$ cat config.mk
export PLATFORM = sky130hd
export DESIGN_NAME = least_loaded_rank_tracker_flat
export DESIGN_NICKNAME = d
export VERILOG_FILES = /design/src/rtl/llrt_pkg.sv /design/src/rtl/llrt_ifs.sv /design/src/rtl/llrt_store.sv /design/src/rtl/llrt_unit.sv /design/src/rtl/llrt_seq.sv /design/src/rtl/least_loaded_rank_tracker.sv /design/src/flat_wrapper.sv
export VERILOG_INCLUDE_DIRS = /design/src /design/src/rtl
export SDC_FILE = /design/constraint.sdc
export NUM_CORES = 2
export LEC_CHECK = 0
export ABC_AREA = 1
export BUFFER_PORTS_ARGS = -buffer_cell sky130_fd_sc_hd__buf_2
export CORE_AREA = 2 2 284 286
export CTS_BUF_LIST = sky130_fd_sc_hd__clkbuf_8
export CTS_CLUSTER_DIAMETER = 150
export DETAILED_ROUTE_END_ITERATION = 8
export DIE_AREA = 0 0 286 288
export PLACE_DENSITY = 0.83
export SYNTH_ARGS = -nofsm -noshare
export SYNTH_HDL_FRONTEND = slang
export SYNTH_SLANG_ARGS = --single-unit
$ cat constraint.sdc
create_clock -name clk -period 4.21 [get_ports clk]
set_clock_uncertainty 0.2 [all_clocks]
set_input_delay 0.421 -clock clk [delete_from_list [all_inputs] [get_ports clk]]
set_output_delay 0.421 -clock clk [all_outputs]
set_load 0.03 [all_outputs]
$ cat src/rtl/least_loaded_rank_tracker_macros.svh
// Assertion macros for the least-loaded rank tracker RTL.
`ifndef LEAST_LOADED_RANK_TRACKER_MACROS_SVH
`define LEAST_LOADED_RANK_TRACKER_MACROS_SVH

`ifndef SYNTHESIS
// Checked property, disabled while reset is high.
`define LLRT_ASSERT(name, clk, rst, prop, msg) \
  name: assert property (@(posedge clk) disable iff (rst) prop) else $error(msg);
// Checked property that also holds across reset.
`define LLRT_ASSERT_ALWAYS(name, clk, prop, msg) \
  name: assert property (@(posedge clk) prop) else $error(msg);
`else
`define LLRT_ASSERT(name, clk, rst, prop, msg)
`define LLRT_ASSERT_ALWAYS(name, clk, prop, msg)
`endif

`endif

$ cat src/rtl/llrt_pkg.sv
// Package with the widths, constants and shared types of the rank tracker.
`timescale 1ns / 1ps
package llrt_pkg;

  // Field widths.
  localparam int RANK_W    = 4;
  localparam int ELAPSED_W = 32;
  localparam int TOTAL_W   = 48;
  localparam int RANKS_W   = 5;
  localparam int CFG_IDX_W = 2;

  // Default number of ranks held.
  localparam int NUM_RANKS_DEF = 16;

  // Register reset values.
  localparam logic [RANKS_W-1:0] RANKS_RESET   = 5'd16;
  localparam logic [TOTAL_W-1:0] CEILING_RESET = 48'd99999999999000;

  // Configuration register indexes.
  typedef enum logic [CFG_IDX_W-1:0] {
    CFG_RANKS_IN_USE = 2'd0,
    CFG_CEILING      = 2'd1
  } cfg_idx_t;

  // Operations of the shared add/compare unit.
  typedef enum logic [0:0] {
    OP_ADD = 1'b0,
    OP_SUB = 1'b1
  } unit_op_t;

  typedef struct packed {
    unit_op_t           op;
    logic [TOTAL_W-1:0] a;
    logic [TOTAL_W-1:0] b;
  } unit_req_t;

  // carry is the add overflow, or the borrow (a < b) of a subtract.
  typedef struct packed {
    logic [TOTAL_W-1:0] res;
    logic               carry;
  } unit_rsp_t;

endpackage

$ cat src/rtl/llrt_ifs.sv
// Channel interfaces of the rank tracker: input items, results and register writes.
`timescale 1ns / 1ps
interface llrt_item_if import llrt_pkg::*; ();
  logic                 valid;
  logic                 ready;
  logic [RANK_W-1:0]    target_rank;
  logic [ELAPSED_W-1:0] elapsed_us;

  modport source (output valid, target_rank, elapsed_us, input ready);
  modport sink (input valid, target_rank, elapsed_us, output ready);
endinterface

interface llrt_result_if import llrt_pkg::*; ();
  logic               valid;
  logic               ready;
  logic [RANK_W-1:0]  least_rank;
  logic [TOTAL_W-1:0] least_total;
  logic               none_found;

  modport source (output valid, least_rank, least_total, none_found, input ready);
  modport sink (input valid, least_rank, least_total, none_found, output ready);
endinterface

interface llrt_cfg_if import llrt_pkg::*; ();
  logic                 valid;
  logic                 ready;
  logic [CFG_IDX_W-1:0] index;
  logic [TOTAL_W-1:0]   data;

  modport source (output valid, index, data, input ready);
  modport sink (input valid, index, data, output ready);
endinterface

$ cat src/rtl/llrt_store.sv
// Rank total memory with per-entry valid bits and a registered read port.
`timescale 1ns / 1ps
module llrt_store import llrt_pkg::*; #(
  parameter int DEPTH = NUM_RANKS_DEF,
  parameter int AW    = $clog2(NUM_RANKS_DEF)
) (
  input  logic               clk,
  input  logic               rst,
  input  logic               we,
  input  logic [AW-1:0]      waddr,
  input  logic [TOTAL_W-1:0] wdata,
  input  logic [AW-1:0]      raddr,
  output logic [TOTAL_W-1:0] rdata
);

  logic [TOTAL_W-1:0] mem [DEPTH];
  logic [DEPTH-1:0]   vld;
  logic [TOTAL_W-1:0] rdata_q;
  logic               rvld_q;

  // Data array: one write and one read each cycle.
  always_ff @(posedge clk) begin
    if (we) begin
      mem[waddr] <= wdata;
    end
    rdata_q <= mem[raddr];
  end

  // Valid bits: an entry never written reads as zero.
  always_ff @(posedge clk) begin
    if (rst) begin
      vld    <= '0;
      rvld_q <= 1'b0;
    end else begin
      if (we) begin
        vld[waddr] <= 1'b1;
      end
      rvld_q <= vld[raddr];
    end
  end

  assign rdata = rvld_q ? rdata_q : '0;

endmodule

$ cat src/rtl/llrt_unit.sv
// Shared 48-bit adder used for the saturating update and for every scan compare.
`timescale 1ns / 1ps
module llrt_unit import llrt_pkg::*; (
  input  unit_req_t req,
  output unit_rsp_t rsp
);

  logic [TOTAL_W:0] b_ext;
  logic [TOTAL_W:0] sum;

  // A subtract adds the inverted operand plus one; bit 48 is then the borrow.
  always_comb begin
    if (req.op == OP_SUB) begin
      b_ext = {1'b1, ~req.b};
    end else begin
      b_ext = {1'b0, req.b};
    end
    sum       = {1'b0, req.a} + b_ext + {{TOTAL_W{1'b0}}, req.op == OP_SUB};
    rsp.res   = sum[TOTAL_W-1:0];
    rsp.carry = sum[TOTAL_W];
  end

endmodule

$ cat src/rtl/llrt_seq.sv
// Sequencer: one update step, then a rank-by-rank minimum scan through the shared unit.
`timescale 1ns / 1ps
`include "least_loaded_rank_tracker_macros.svh"
module llrt_seq import llrt_pkg::*; #(
  parameter int NUM_RANKS = NUM_RANKS_DEF,
  parameter int RW        = $clog2(NUM_RANKS_DEF),
  parameter int CW        = $clog2(NUM_RANKS_DEF + 1)
) (
  input  logic                 clk,
  input  logic                 rst,
  // Input items
  input  logic                 in_valid,
  output logic                 in_ready,
  input  logic [RANK_W-1:0]    in_rank,
  input  logic [ELAPSED_W-1:0] in_elapsed,
  // Configuration
  input  logic [RANKS_W-1:0]   cfg_ranks,
  input  logic [TOTAL_W-1:0]   cfg_ceiling,
  // Memory
  output logic                 mem_we,
  output logic [RW-1:0]        mem_waddr,
  output logic [TOTAL_W-1:0]   mem_wdata,
  output logic [RW-1:0]        mem_raddr,
  input  logic [TOTAL_W-1:0]   mem_rdata,
  // Shared unit
  output unit_req_t            unit_req,
  input  unit_rsp_t            unit_rsp,
  // Result register
  input  logic                 res_free,
  output logic                 res_load,
  output logic [RANK_W-1:0]    res_rank,
  output logic [TOTAL_W-1:0]   res_total,
  output logic                 res_none
);

  typedef enum logic [4:0] {
    S_IDLE = 5'b00001,
    S_UPD  = 5'b00010,
    S_SCAN = 5'b00100,
    S_TAIL = 5'b01000,
    S_DONE = 5'b10000
  } state_t;

  state_t               state;
  logic [RW-1:0]        rank_addr;
  logic                 rank_ok;
  logic [ELAPSED_W-1:0] add_q;
  logic [CW-1:0]        limit;
  logic [CW-1:0]        idx;
  logic                 pend;
  logic [RW-1:0]        pend_idx;
  logic [RW-1:0]        best_rank;
  logic [TOTAL_W-1:0]   best_total;
  logic                 found;

  logic                 in_acc;
  logic [RW+RANK_W-1:0] in_rank_ext;
  logic [RW+RANK_W-1:0] best_rank_ext;
  logic [CW-1:0]        limit_in;
  logic                 take;
  logic                 better;

  // Rank index and scan length for the incoming beat.
  always_comb begin
    in_rank_ext = {{RW{1'b0}}, in_rank};
    if (int'(cfg_ranks) > NUM_RANKS) begin
      limit_in = CW'(NUM_RANKS);
    end else begin
      limit_in = CW'(cfg_ranks);
    end
  end

  assign in_ready = (state == S_IDLE);
  assign in_acc   = in_valid && in_ready;

  // The running bound is the ceiling until a rank qualifies, then the best total.
  always_comb begin
    unit_req.a = mem_rdata;
    if (state == S_UPD) begin
      unit_req.op = OP_ADD;
      unit_req.b  = {{(TOTAL_W - ELAPSED_W){1'b0}}, add_q};
    end else begin
      unit_req.op = OP_SUB;
      unit_req.b  = found ? best_total : cfg_ceiling;
    end
  end

  // Memory access: read the target at accept, write the saturated sum, then sweep.
  always_comb begin
    mem_we    = (state == S_UPD) && rank_ok;
    mem_waddr = rank_addr;
    mem_wdata = unit_rsp.carry ? {TOTAL_W{1'b1}} : unit_rsp.res;
    if (state == S_IDLE) begin
      mem_raddr = in_rank_ext[RW-1:0];
    end else begin
      mem_raddr = idx[RW-1:0];
    end
  end

  assign take   = ((state == S_SCAN) && pend) || (state == S_TAIL);
  assign better = take && unit_rsp.carry;

  // Control sequence.
  always_ff @(posedge clk) begin
    if (rst) begin
      state <= S_IDLE;
      found <= 1'b0;
      pend  <= 1'b0;
    end else begin
      case (state)
        S_IDLE: begin
          if (in_acc) begin
            found <= 1'b0;
            pend  <= 1'b0;
            state <= S_UPD;
          end
        end
        S_UPD: begin
          state <= (limit == '0) ? S_DONE : S_SCAN;
        end
        S_SCAN: begin
          pend <= 1'b1;
          if (idx + CW'(1) == limit) begin
            state <= S_TAIL;
          end
        end
        S_TAIL: begin
          pend  <= 1'b0;
          state <= S_DONE;
        end
        S_DONE: begin
          if (res_free) begin
            state <= S_IDLE;
          end
        end
        default: begin
          state <= S_IDLE;
        end
      endcase
      if (better) begin
        found <= 1'b1;
      end
    end
  end

  // Item and scan registers.
  always_ff @(posedge clk) begin
    if (in_acc) begin
      rank_addr <= in_rank_ext[RW-1:0];
      rank_ok   <= in_rank_ext < (RW + RANK_W)'(NUM_RANKS);
      add_q     <= in_elapsed;
      limit     <= limit_in;
    end
    if (state == S_UPD) begin
      idx <= '0;
    end else if (state == S_SCAN) begin
      idx      <= idx + CW'(1);
      pend_idx <= idx[RW-1:0];
    end
    if (better) begin
      best_total <= mem_rdata;
      best_rank  <= pend_idx;
    end
  end

  // Result fields; all zero with none_found set when nothing qualified.
  assign best_rank_ext = {{RANK_W{1'b0}}, best_rank};
  assign res_load      = (state == S_DONE) && res_free;
  assign res_rank      = found ? best_rank_ext[RANK_W-1:0] : '0;
  assign res_total     = found ? best_total : '0;
  assign res_none      = !found;

  `LLRT_ASSERT(a_acc_to_upd, clk, rst, in_acc |=> (state == S_UPD), "accept not followed by update")
  `LLRT_ASSERT(a_scan_in_range, clk, rst, (state == S_SCAN) |-> (idx < limit), "scan index past limit")
  `LLRT_ASSERT(a_best_below_ceil, clk, rst, (found && (state != S_IDLE)) |-> (best_total < cfg_ceiling), "best total not below ceiling")
  `LLRT_ASSERT_ALWAYS(a_rst_idle, clk, rst |=> (state == S_IDLE), "not idle after reset")

endmodule

$ cat src/rtl/least_loaded_rank_tracker.sv
// Top level of the least-loaded rank tracker: registers, result register and wiring.
//
//   channel | dir | beat contents
//   --------+-----+----------------------------------------------
//   item    | in  | target_rank, elapsed_us
//   result  | out | least_rank, least_total, none_found
//   cfg     | in  | index (0 ranks_in_use, 1 ceiling), data
//
// An item goes through these steps in order: accept with the target read, the update,
// one read per scanned rank, the last compare and the load of the result; with no rank
// scanned the reads and the last compare are skipped.
// The result register lets the next item be accepted while a result waits; that item
// then holds in its load cycle until the waiting beat is taken.
// Reset is synchronous and clears all totals at once; register writes are always taken.
`timescale 1ns / 1ps
module least_loaded_rank_tracker import llrt_pkg::*; #(
  parameter int NUM_RANKS = NUM_RANKS_DEF
) (
  input logic         clk,
  input logic         rst,
  llrt_item_if.sink   item,
  llrt_result_if.source result,
  llrt_cfg_if.sink    cfg
);

  localparam int RW = $clog2(NUM_RANKS);
  localparam int CW = $clog2(NUM_RANKS + 1);

  logic [RANKS_W-1:0] ranks_in_use;
  logic [TOTAL_W-1:0] ceiling;

  logic               mem_we;
  logic [RW-1:0]      mem_waddr;
  logic [TOTAL_W-1:0] mem_wdata;
  logic [RW-1:0]      mem_raddr;
  logic [TOTAL_W-1:0] mem_rdata;
  unit_req_t          unit_req;
  unit_rsp_t          unit_rsp;

  logic               res_free;
  logic               res_load;
  logic [RANK_W-1:0]  res_rank;
  logic [TOTAL_W-1:0] res_total;
  logic               res_none;
  logic               out_valid;

  // Configuration registers.
  assign cfg.ready = 1'b1;

  always_ff @(posedge clk) begin
    if (rst) begin
      ranks_in_use <= RANKS_RESET;
      ceiling      <= CEILING_RESET;
    end else if (cfg.valid) begin
      case (cfg.index)
        CFG_RANKS_IN_USE: ranks_in_use <= cfg.data[RANKS_W-1:0];
        CFG_CEILING:      ceiling      <= cfg.data;
        default:          ;
      endcase
    end
  end

  llrt_store #(
    .DEPTH (NUM_RANKS),
    .AW    (RW)
  ) u_store (
    .clk   (clk),
    .rst   (rst),
    .we    (mem_we),
    .waddr (mem_waddr),
    .wdata (mem_wdata),
    .raddr (mem_raddr),
    .rdata (mem_rdata)
  );

  llrt_unit u_unit (
    .req (unit_req),
    .rsp (unit_rsp)
  );

  llrt_seq #(
    .NUM_RANKS (NUM_RANKS),
    .RW        (RW),
    .CW        (CW)
  ) u_seq (
    .clk         (clk),
    .rst         (rst),
    .in_valid    (item.valid),
    .in_ready    (item.ready),
    .in_rank     (item.target_rank),
    .in_elapsed  (item.elapsed_us),
    .cfg_ranks   (ranks_in_use),
    .cfg_ceiling (ceiling),
    .mem_we      (mem_we),
    .mem_waddr   (mem_waddr),
    .mem_wdata   (mem_wdata),
    .mem_raddr   (mem_raddr),
    .mem_rdata   (mem_rdata),
    .unit_req    (unit_req),
    .unit_rsp    (unit_rsp),
    .res_free    (res_free),
    .res_load    (res_load),
    .res_rank    (res_rank),
    .res_total   (res_total),
    .res_none    (res_none)
  );

  // Result register: free when empty or when the current beat is taken.
  assign res_free = !out_valid || result.ready;

  always_ff @(posedge clk) begin
    if (rst) begin
      out_valid <= 1'b0;
    end else if (res_load) begin
      out_valid <= 1'b1;
    end else if (result.ready) begin
      out_valid <= 1'b0;
    end
  end

  always_ff @(posedge clk) begin
    if (res_load) begin
      result.least_rank  <= res_rank;
      result.least_total <= res_total;
      result.none_found  <= res_none;
    end
  end

  assign result.valid = out_valid;

endmodule

$ cat src/flat_wrapper.sv
// flat-port wrapper written by rule: the top's interface ports become plain ports
module least_loaded_rank_tracker_flat import llrt_pkg::*;
#(
  parameter int NUM_RANKS = NUM_RANKS_DEF
)
  (clk, rst, item_valid, item_target_rank, item_elapsed_us, item_ready, result_valid, result_least_rank, result_least_total, result_none_found, result_ready, cfg_valid, cfg_index, cfg_data, cfg_ready);
  llrt_item_if item_i ();
  llrt_result_if result_i ();
  llrt_cfg_if cfg_i ();
  input logic clk;
  input logic rst;
  input wire logic [$bits(item_i.valid)-1:0] item_valid;
  input wire logic [$bits(item_i.target_rank)-1:0] item_target_rank;
  input wire logic [$bits(item_i.elapsed_us)-1:0] item_elapsed_us;
  output wire logic [$bits(item_i.ready)-1:0] item_ready;
  output wire logic [$bits(result_i.valid)-1:0] result_valid;
  output wire logic [$bits(result_i.least_rank)-1:0] result_least_rank;
  output wire logic [$bits(result_i.least_total)-1:0] result_least_total;
  output wire logic [$bits(result_i.none_found)-1:0] result_none_found;
  input wire logic [$bits(result_i.ready)-1:0] result_ready;
  input wire logic [$bits(cfg_i.valid)-1:0] cfg_valid;
  input wire logic [$bits(cfg_i.index)-1:0] cfg_index;
  input wire logic [$bits(cfg_i.data)-1:0] cfg_data;
  output wire logic [$bits(cfg_i.ready)-1:0] cfg_ready;
  assign item_i.valid = item_valid;
  assign item_i.target_rank = item_target_rank;
  assign item_i.elapsed_us = item_elapsed_us;
  assign item_ready = item_i.ready;
  assign result_valid = result_i.valid;
  assign result_least_rank = result_i.least_rank;
  assign result_least_total = result_i.least_total;
  assign result_none_found = result_i.none_found;
  assign result_i.ready = result_ready;
  assign cfg_i.valid = cfg_valid;
  assign cfg_i.index = cfg_index;
  assign cfg_i.data = cfg_data;
  assign cfg_ready = cfg_i.ready;
  least_loaded_rank_tracker #(.NUM_RANKS(NUM_RANKS)) u_core (.clk(clk), .rst(rst), .item(item_i), .result(result_i), .cfg(cfg_i));
endmodule
==> PnR_summary.wiki <==
{| class="wikitable"
! Metric !! Value
|-
| Setup total negative slack || 0 ns
|-
| Cell at the slowest stage of the critical path || sky130_fd_sc_hd__dfxtp_1
|-
| Cell-by-cell trace of the critical path || nor2_4, nand3_2, buf_4, buf_12, nand3_1, nand2_1, ha_1, buf_4, nand2_1, nor2_1, nand2_1, nor2_2, nand4_1, nand3_1, xor2_2, inv_1, nand2_2
|-
| Post-detailed-placement half-perimeter wirelength || roughly 67 mm
|-
| RSZ-0062 raised after global routing || true
|-
| Number of distinct library cells after synthesis || 47
|-
| Period utilisation layout || between 90% and 100%
|-
| PwrDens || 477 nW/um^2
|-
| Top post-synthesis cells by area || sky130_fd_sc_hd__edfxtp_1 (63%), sky130_fd_sc_hd__dfxtp_1 (6.0%), sky130_fd_sc_hd__o21ai_0 (5.3%)
|-
| Cells after synthesis || 3749
|-
| Post-layout min period || 4.18 ns
|-
| Average instance area after synthesis || 11.6 sq um
|-
| Number of clock sinks || 1049
|-
| H-tree depth reported by CTS || 4
|-
| Die ar. || 82400 sq um
|-
| Routed WL per cell || approximately 24 microns
|-
| Clock-pin slew of the registers on the worst-case setup and hold paths || ~0.080 ns
|-
| Initial antenna violation count || 4
|-
| F_max || about 240 MHz
|-
| Number of buffers added by the clock tree synthesis step || roughly 150
|-
| Top-area cell type share of the netlist area || a little under two thirds
|-
| Worst vdd ir || between 0.2 and 0.3 mV
|-
| Crit-path max FO || 33
|-
| Number of inserted filler cells in the final layout || around 5500
|-
| Post-route DRC || 0
|-
| Cell occurring most often along the worst timing path || sky130_fd_sc_hd__nand2_1
|-
| Number of non-filler instances in the completed layout || 5234
|-
| Signed area change from the synthesized netlist to the final layout || 15.4%
|-
| Complex-gate fraction of the synthesized area || about an eighth
|-
| # IOs || about 150
|-
| Final hold viol count || 0
|-
| GRT overflow || 0
|-
| Iteration-0 DRC Markers || ~4800
|-
| Share of synthesized area spent on multiplexers || 0%
|-
| Xor-xnor portion of the synthesized cell area || less than 1%
|-
| Total number of yosys warnings || 0
|-
| Chip Height || 288 microns
|-
| Launching element type of the critical path || flip-flop
|-
| Number of max-capacitance violations reported || 0
|-
| Effective utilization at floorplan || a little over half
|-
| Number of storage elements in the synthesis netlist || 1049
|-
| Buffers on Ports || about 150
|-
| Path category of the worst min-delay check || input pin to flip-flop
|-
| Overall global routing resource usage || between 20% and 30%
|-
| Worst Tran Pin Value || between 1 and 1.5 ns
|-
| Proportion of layout cells with a drive suffix above 1 || 13.1%
|-
| Arithmetic-cell share of the synthesized area counting full adders, half adders and majority gates || under 10%
|-
| Arrival time worst endpoint || roughly 4.6 ns
|-
| Clock tree from TritonCTS || done
|-
| Sequential area share after synthesis || around 70%
|-
| First-pass iteration count of the detailed router || 6
|-
| Worst EP required || about 4.6 ns
|-
| Max clock buf depth || 3
|-
| Number of max-slew violations in the final report || 0
|-
| Most used flip-flop cell after synthesis || sky130_fd_sc_hd__edfxtp_1
|-
| Final setup violation count || 0
|-
| Count of antenna-violating nets left after detailed routing || 0
|-
| Clk_lat worst skew || 0.83 ns
|-
| Wire length of the first global-routing pass || around 180 mm
|-
| Number of nets produced by synthesis || between 3000 and 4000
|-
| Largest incremental delay on the critical path || roughly 0.35 ns
|-
| Classification of the worst setup path || flip-flop to flip-flop
|-
| Asr flop ratio synth || 0%
|-
| Largest net degree at the start of global routing || 197
|-
| Buffer type at the clock tree root || sky130_fd_sc_hd__clkbuf_8
|-
| Post-synth EDFFs || slightly above 900
|-
| Simple-gate portion of the synthesized area || 12.3%
|-
| Netlist Area Pre-Place || about 43000 sq um
|-
| Leak pwr || 19.5 nW
|-
| Main combinational cell family by area after synthesis || simple AND/OR/NAND/NOR gates
|-
| Worst Setup End Kind || flip-flop
|-
| Number of core rows || 104
|-
| Count of placed standard cells including taps || between 4000 and 5000
|-
| Run status || finished, final reports clean
|-
| Total vias in the final route || between 30000 and 40000
|-
| Via count of the first global-routing pass || 31300
|-
| Placer congestion estimate || roughly 1.0
|-
| Total wire length after detailed routing || roughly 120 mm
|-
| Average via count per standard cell || around 6.2
|-
| Post-layout net count || roughly 4200
|-
| Area of the placeable core || ~80000 sq um
|-
| Tightest slew margin relative to the limit || a little under an eighth
|-
| Horizontal extent of the die || approximately 290 microns
|-
| Biggest area consumer among synthesized cells || sky130_fd_sc_hd__edfxtp_1
|}
-- cell families after synthesis --
family / count (synthesis)
and+or+nand+nor: 1319
DFF: 1049
AOI/OAI and AO/OA: 862
buffers and inverters: 438
adders and majority gates: 49
xor gates and xnor gates: 31
other: 1
-- cell type report --
class / instances / area (sq um) / area share (%)
Sequential cell: 1049 / 30200 / 60.2
Multi-Input combinational cell: 2262 / 11800 / 23.5
Timing Repair Buffer: 345 / 2910 / 5.80
Clock buffer: 177 / 2440 / 4.86
Tap cell: 1060 / 1330 / 2.65
Inverter: 228 / 875 / 1.74
Clock inverter: 111 / 618 / 1.23
Antenna cell: 2 / 5.00 / 0.00999
-- sequential cells by signal (all words and copies together) (netlist names) --
| register | flops |
|---|---|
| u_core.u_seq.pend | 1 |
| u_core.u_store.rdata_q | 48 |
| u_core.u_seq.best_rank | 4 |
| u_core.u_store.vld | 16 |
| u_core.u_seq.mem_waddr | 4 |
| u_core.u_store.rvld_q | 1 |
| u_core.result.none_found | 1 |
| u_core.u_seq.idx | 5 |
| u_core.u_seq.add_q | 32 |
| u_core.ceiling | 48 |
| u_core.ranks_in_use | 5 |
| u_core.u_seq.best_total | 48 |
| u_core.result.least_rank | 4 |
| u_core.u_seq.pend_idx | 4 |
| u_core.result.valid | 1 |
| u_core.u_seq.limit | 5 |
| u_core.u_seq.found | 1 |
| u_core.u_store.mem | 768 |
| u_core.u_seq.state | 5 |
| u_core.result.least_total | 48 |
-- where the power goes --
| part | total [mW] | internal (mW) | leakage, nW | switching (mW) |
|---|---|---|---|---|
| combinational | 3.93 | 1.14 | 7.45 | 2.78 |
| sequential | 11.9 | 11.7 | 10.3 | 0.186 |
| clock | 8.06 | 4.12 | 1.79 | 3.94 |
| total | 23.9 | 17.0 | 19.5 | 6.91 |
-- synth_stat cells, types with 9 or more instances --
| master | count |
|---|---|
| sky130_fd_sc_hd__o221ai_1 | 164 |
| sky130_fd_sc_hd__nand4_1 | 9 |
| sky130_fd_sc_hd__nand3_1 | 192 |
| sky130_fd_sc_hd__clkbuf_1 | 101 |
| sky130_fd_sc_hd__ha_1 | 48 |
| sky130_fd_sc_hd__dfxtp_1 | 131 |
| sky130_fd_sc_hd__inv_1 | 221 |
| sky130_fd_sc_hd__nand2_1 | 479 |
| sky130_fd_sc_hd__o211ai_1 | 33 |
| sky130_fd_sc_hd__a21o_1 | 10 |
| sky130_fd_sc_hd__nor3_1 | 11 |
| sky130_fd_sc_hd__edfxtp_1 | 918 |
| sky130_fd_sc_hd__o22ai_1 | 29 |
| sky130_fd_sc_hd__o21bai_1 | 12 |
| sky130_fd_sc_hd__clkbuf_2 | 10 |
| sky130_fd_sc_hd__xor2_1 | 23 |
| sky130_fd_sc_hd__nor2_1 | 604 |
| sky130_fd_sc_hd__a21oi_1 | 99 |
| sky130_fd_sc_hd__o21ai_1 | 30 |
| sky130_fd_sc_hd__o21ai_0 | 456 |
| sky130_fd_sc_hd__buf_2 | 75 |
| sky130_fd_sc_hd__a211oi_1 | 16 |
| sky130_fd_sc_hd__buf_1 | 13 |
-- worst max-delay path, delay by kind of cell (launching register included) --
kind	cells	cell delay [ns]
DFF	1	0.35
buffers and inverters	4	0.60
adders and majority gates	1	0.35
and+or+nand+nor	11	2.09
xor gates and xnor gates	1	0.34
-- cells in the final DEF, fill, tap and decap left out, types with 4 or more instances in the layout --
master,count
sky130_fd_sc_hd__a211oi_1,16
sky130_fd_sc_hd__a21o_1,10
sky130_fd_sc_hd__a21oi_1,96
sky130_fd_sc_hd__buf_12,33
sky130_fd_sc_hd__buf_2,145
sky130_fd_sc_hd__buf_4,72
sky130_fd_sc_hd__bufinv_16,4
sky130_fd_sc_hd__clkbuf_8,177
sky130_fd_sc_hd__clkinv_1,20
sky130_fd_sc_hd__clkinv_2,18
sky130_fd_sc_hd__clkinvlp_4,6
sky130_fd_sc_hd__dfxtp_1,129
sky130_fd_sc_hd__dlygate4sd3_1,93
sky130_fd_sc_hd__edfxtp_1,918
sky130_fd_sc_hd__ha_1,47
sky130_fd_sc_hd__inv_1,279
sky130_fd_sc_hd__inv_8,4
sky130_fd_sc_hd__nand2_1,455
sky130_fd_sc_hd__nand2_2,26
sky130_fd_sc_hd__nand3_1,188
sky130_fd_sc_hd__nand3_4,4
sky130_fd_sc_hd__nand3b_1,4
sky130_fd_sc_hd__nand4_1,9
sky130_fd_sc_hd__nor2_1,585
sky130_fd_sc_hd__nor2_4,20
sky130_fd_sc_hd__nor3_1,10
sky130_fd_sc_hd__nor4_1,4
sky130_fd_sc_hd__o211ai_1,33
sky130_fd_sc_hd__o21a_1,4
sky130_fd_sc_hd__o21ai_0,454
sky130_fd_sc_hd__o21ai_1,29
sky130_fd_sc_hd__o21ai_4,4
sky130_fd_sc_hd__o21bai_1,12
sky130_fd_sc_hd__o221ai_1,164
sky130_fd_sc_hd__o22ai_1,29
sky130_fd_sc_hd__or2_2,7
sky130_fd_sc_hd__xnor2_1,8
sky130_fd_sc_hd__xor2_1,20
-- worst paths after layout --
| check | cells past startpoint | slack, ns | from | to |
|---|---|---|---|---|
| worst max-delay path | 17 | 0.03 | u_core.u_seq.state[2]$_SDFFE_PP0P_ | u_core.u_store.mem[14][33]$_DFFE_PP_ |
| worst max register to register | 17 | 0.03 | u_core.u_seq.state[2]$_SDFFE_PP0P_ | u_core.u_store.mem[14][33]$_DFFE_PP_ |
| worst min register to register | 0 | 0.22 | u_core.u_seq.pend_idx[0]$_DFFE_PP_ | u_core.u_seq.best_rank[0]$_DFFE_PP_ |
| worst min-delay path | 5 | 0.10 | cfg_index[1] | u_core.ceiling[12]$_SDFFE_PP1P_ |
-- timing repair --
action,4_1_cts,5_1_grt
buffers inserted,0,6
resized for setup,2,45
cloned,0,2
endpoints found under the hold margin,114,0
pin swaps,0,4
hold buffers,93,0
endpoints found under the setup margin,38,764
-- per-stage QoR --
stage / hold WS, ns / power, mW / setup WS [ns] / cell area, sq um / util (%)
floorplan: 0.200 / 14.4 / 0.130 / 43400 / -
detailed placement: 0.206 / 15.7 / -0.0403 / 45900 / 57.6
global placement: 0.204 / 15.6 / -0.102 / 45900 / 57.6
global route: 0.0951 / 24.6 / -0.198 / 50100 / 62.9
CTS: 0.0368 / 23.6 / 0.0241 / 49800 / 62.6
finish: 0.104 / 23.9 / 0.0272 / 50100 / 62.9
-- layer usage --
metal	global-route usage (%)	wire, microns
met5	0	18
met4	14.2	5900
met3	6.68	16700
met1	38.2	43700
met2	46.9	58300
No activity file was read; power rests on OpenSTA's default activity.
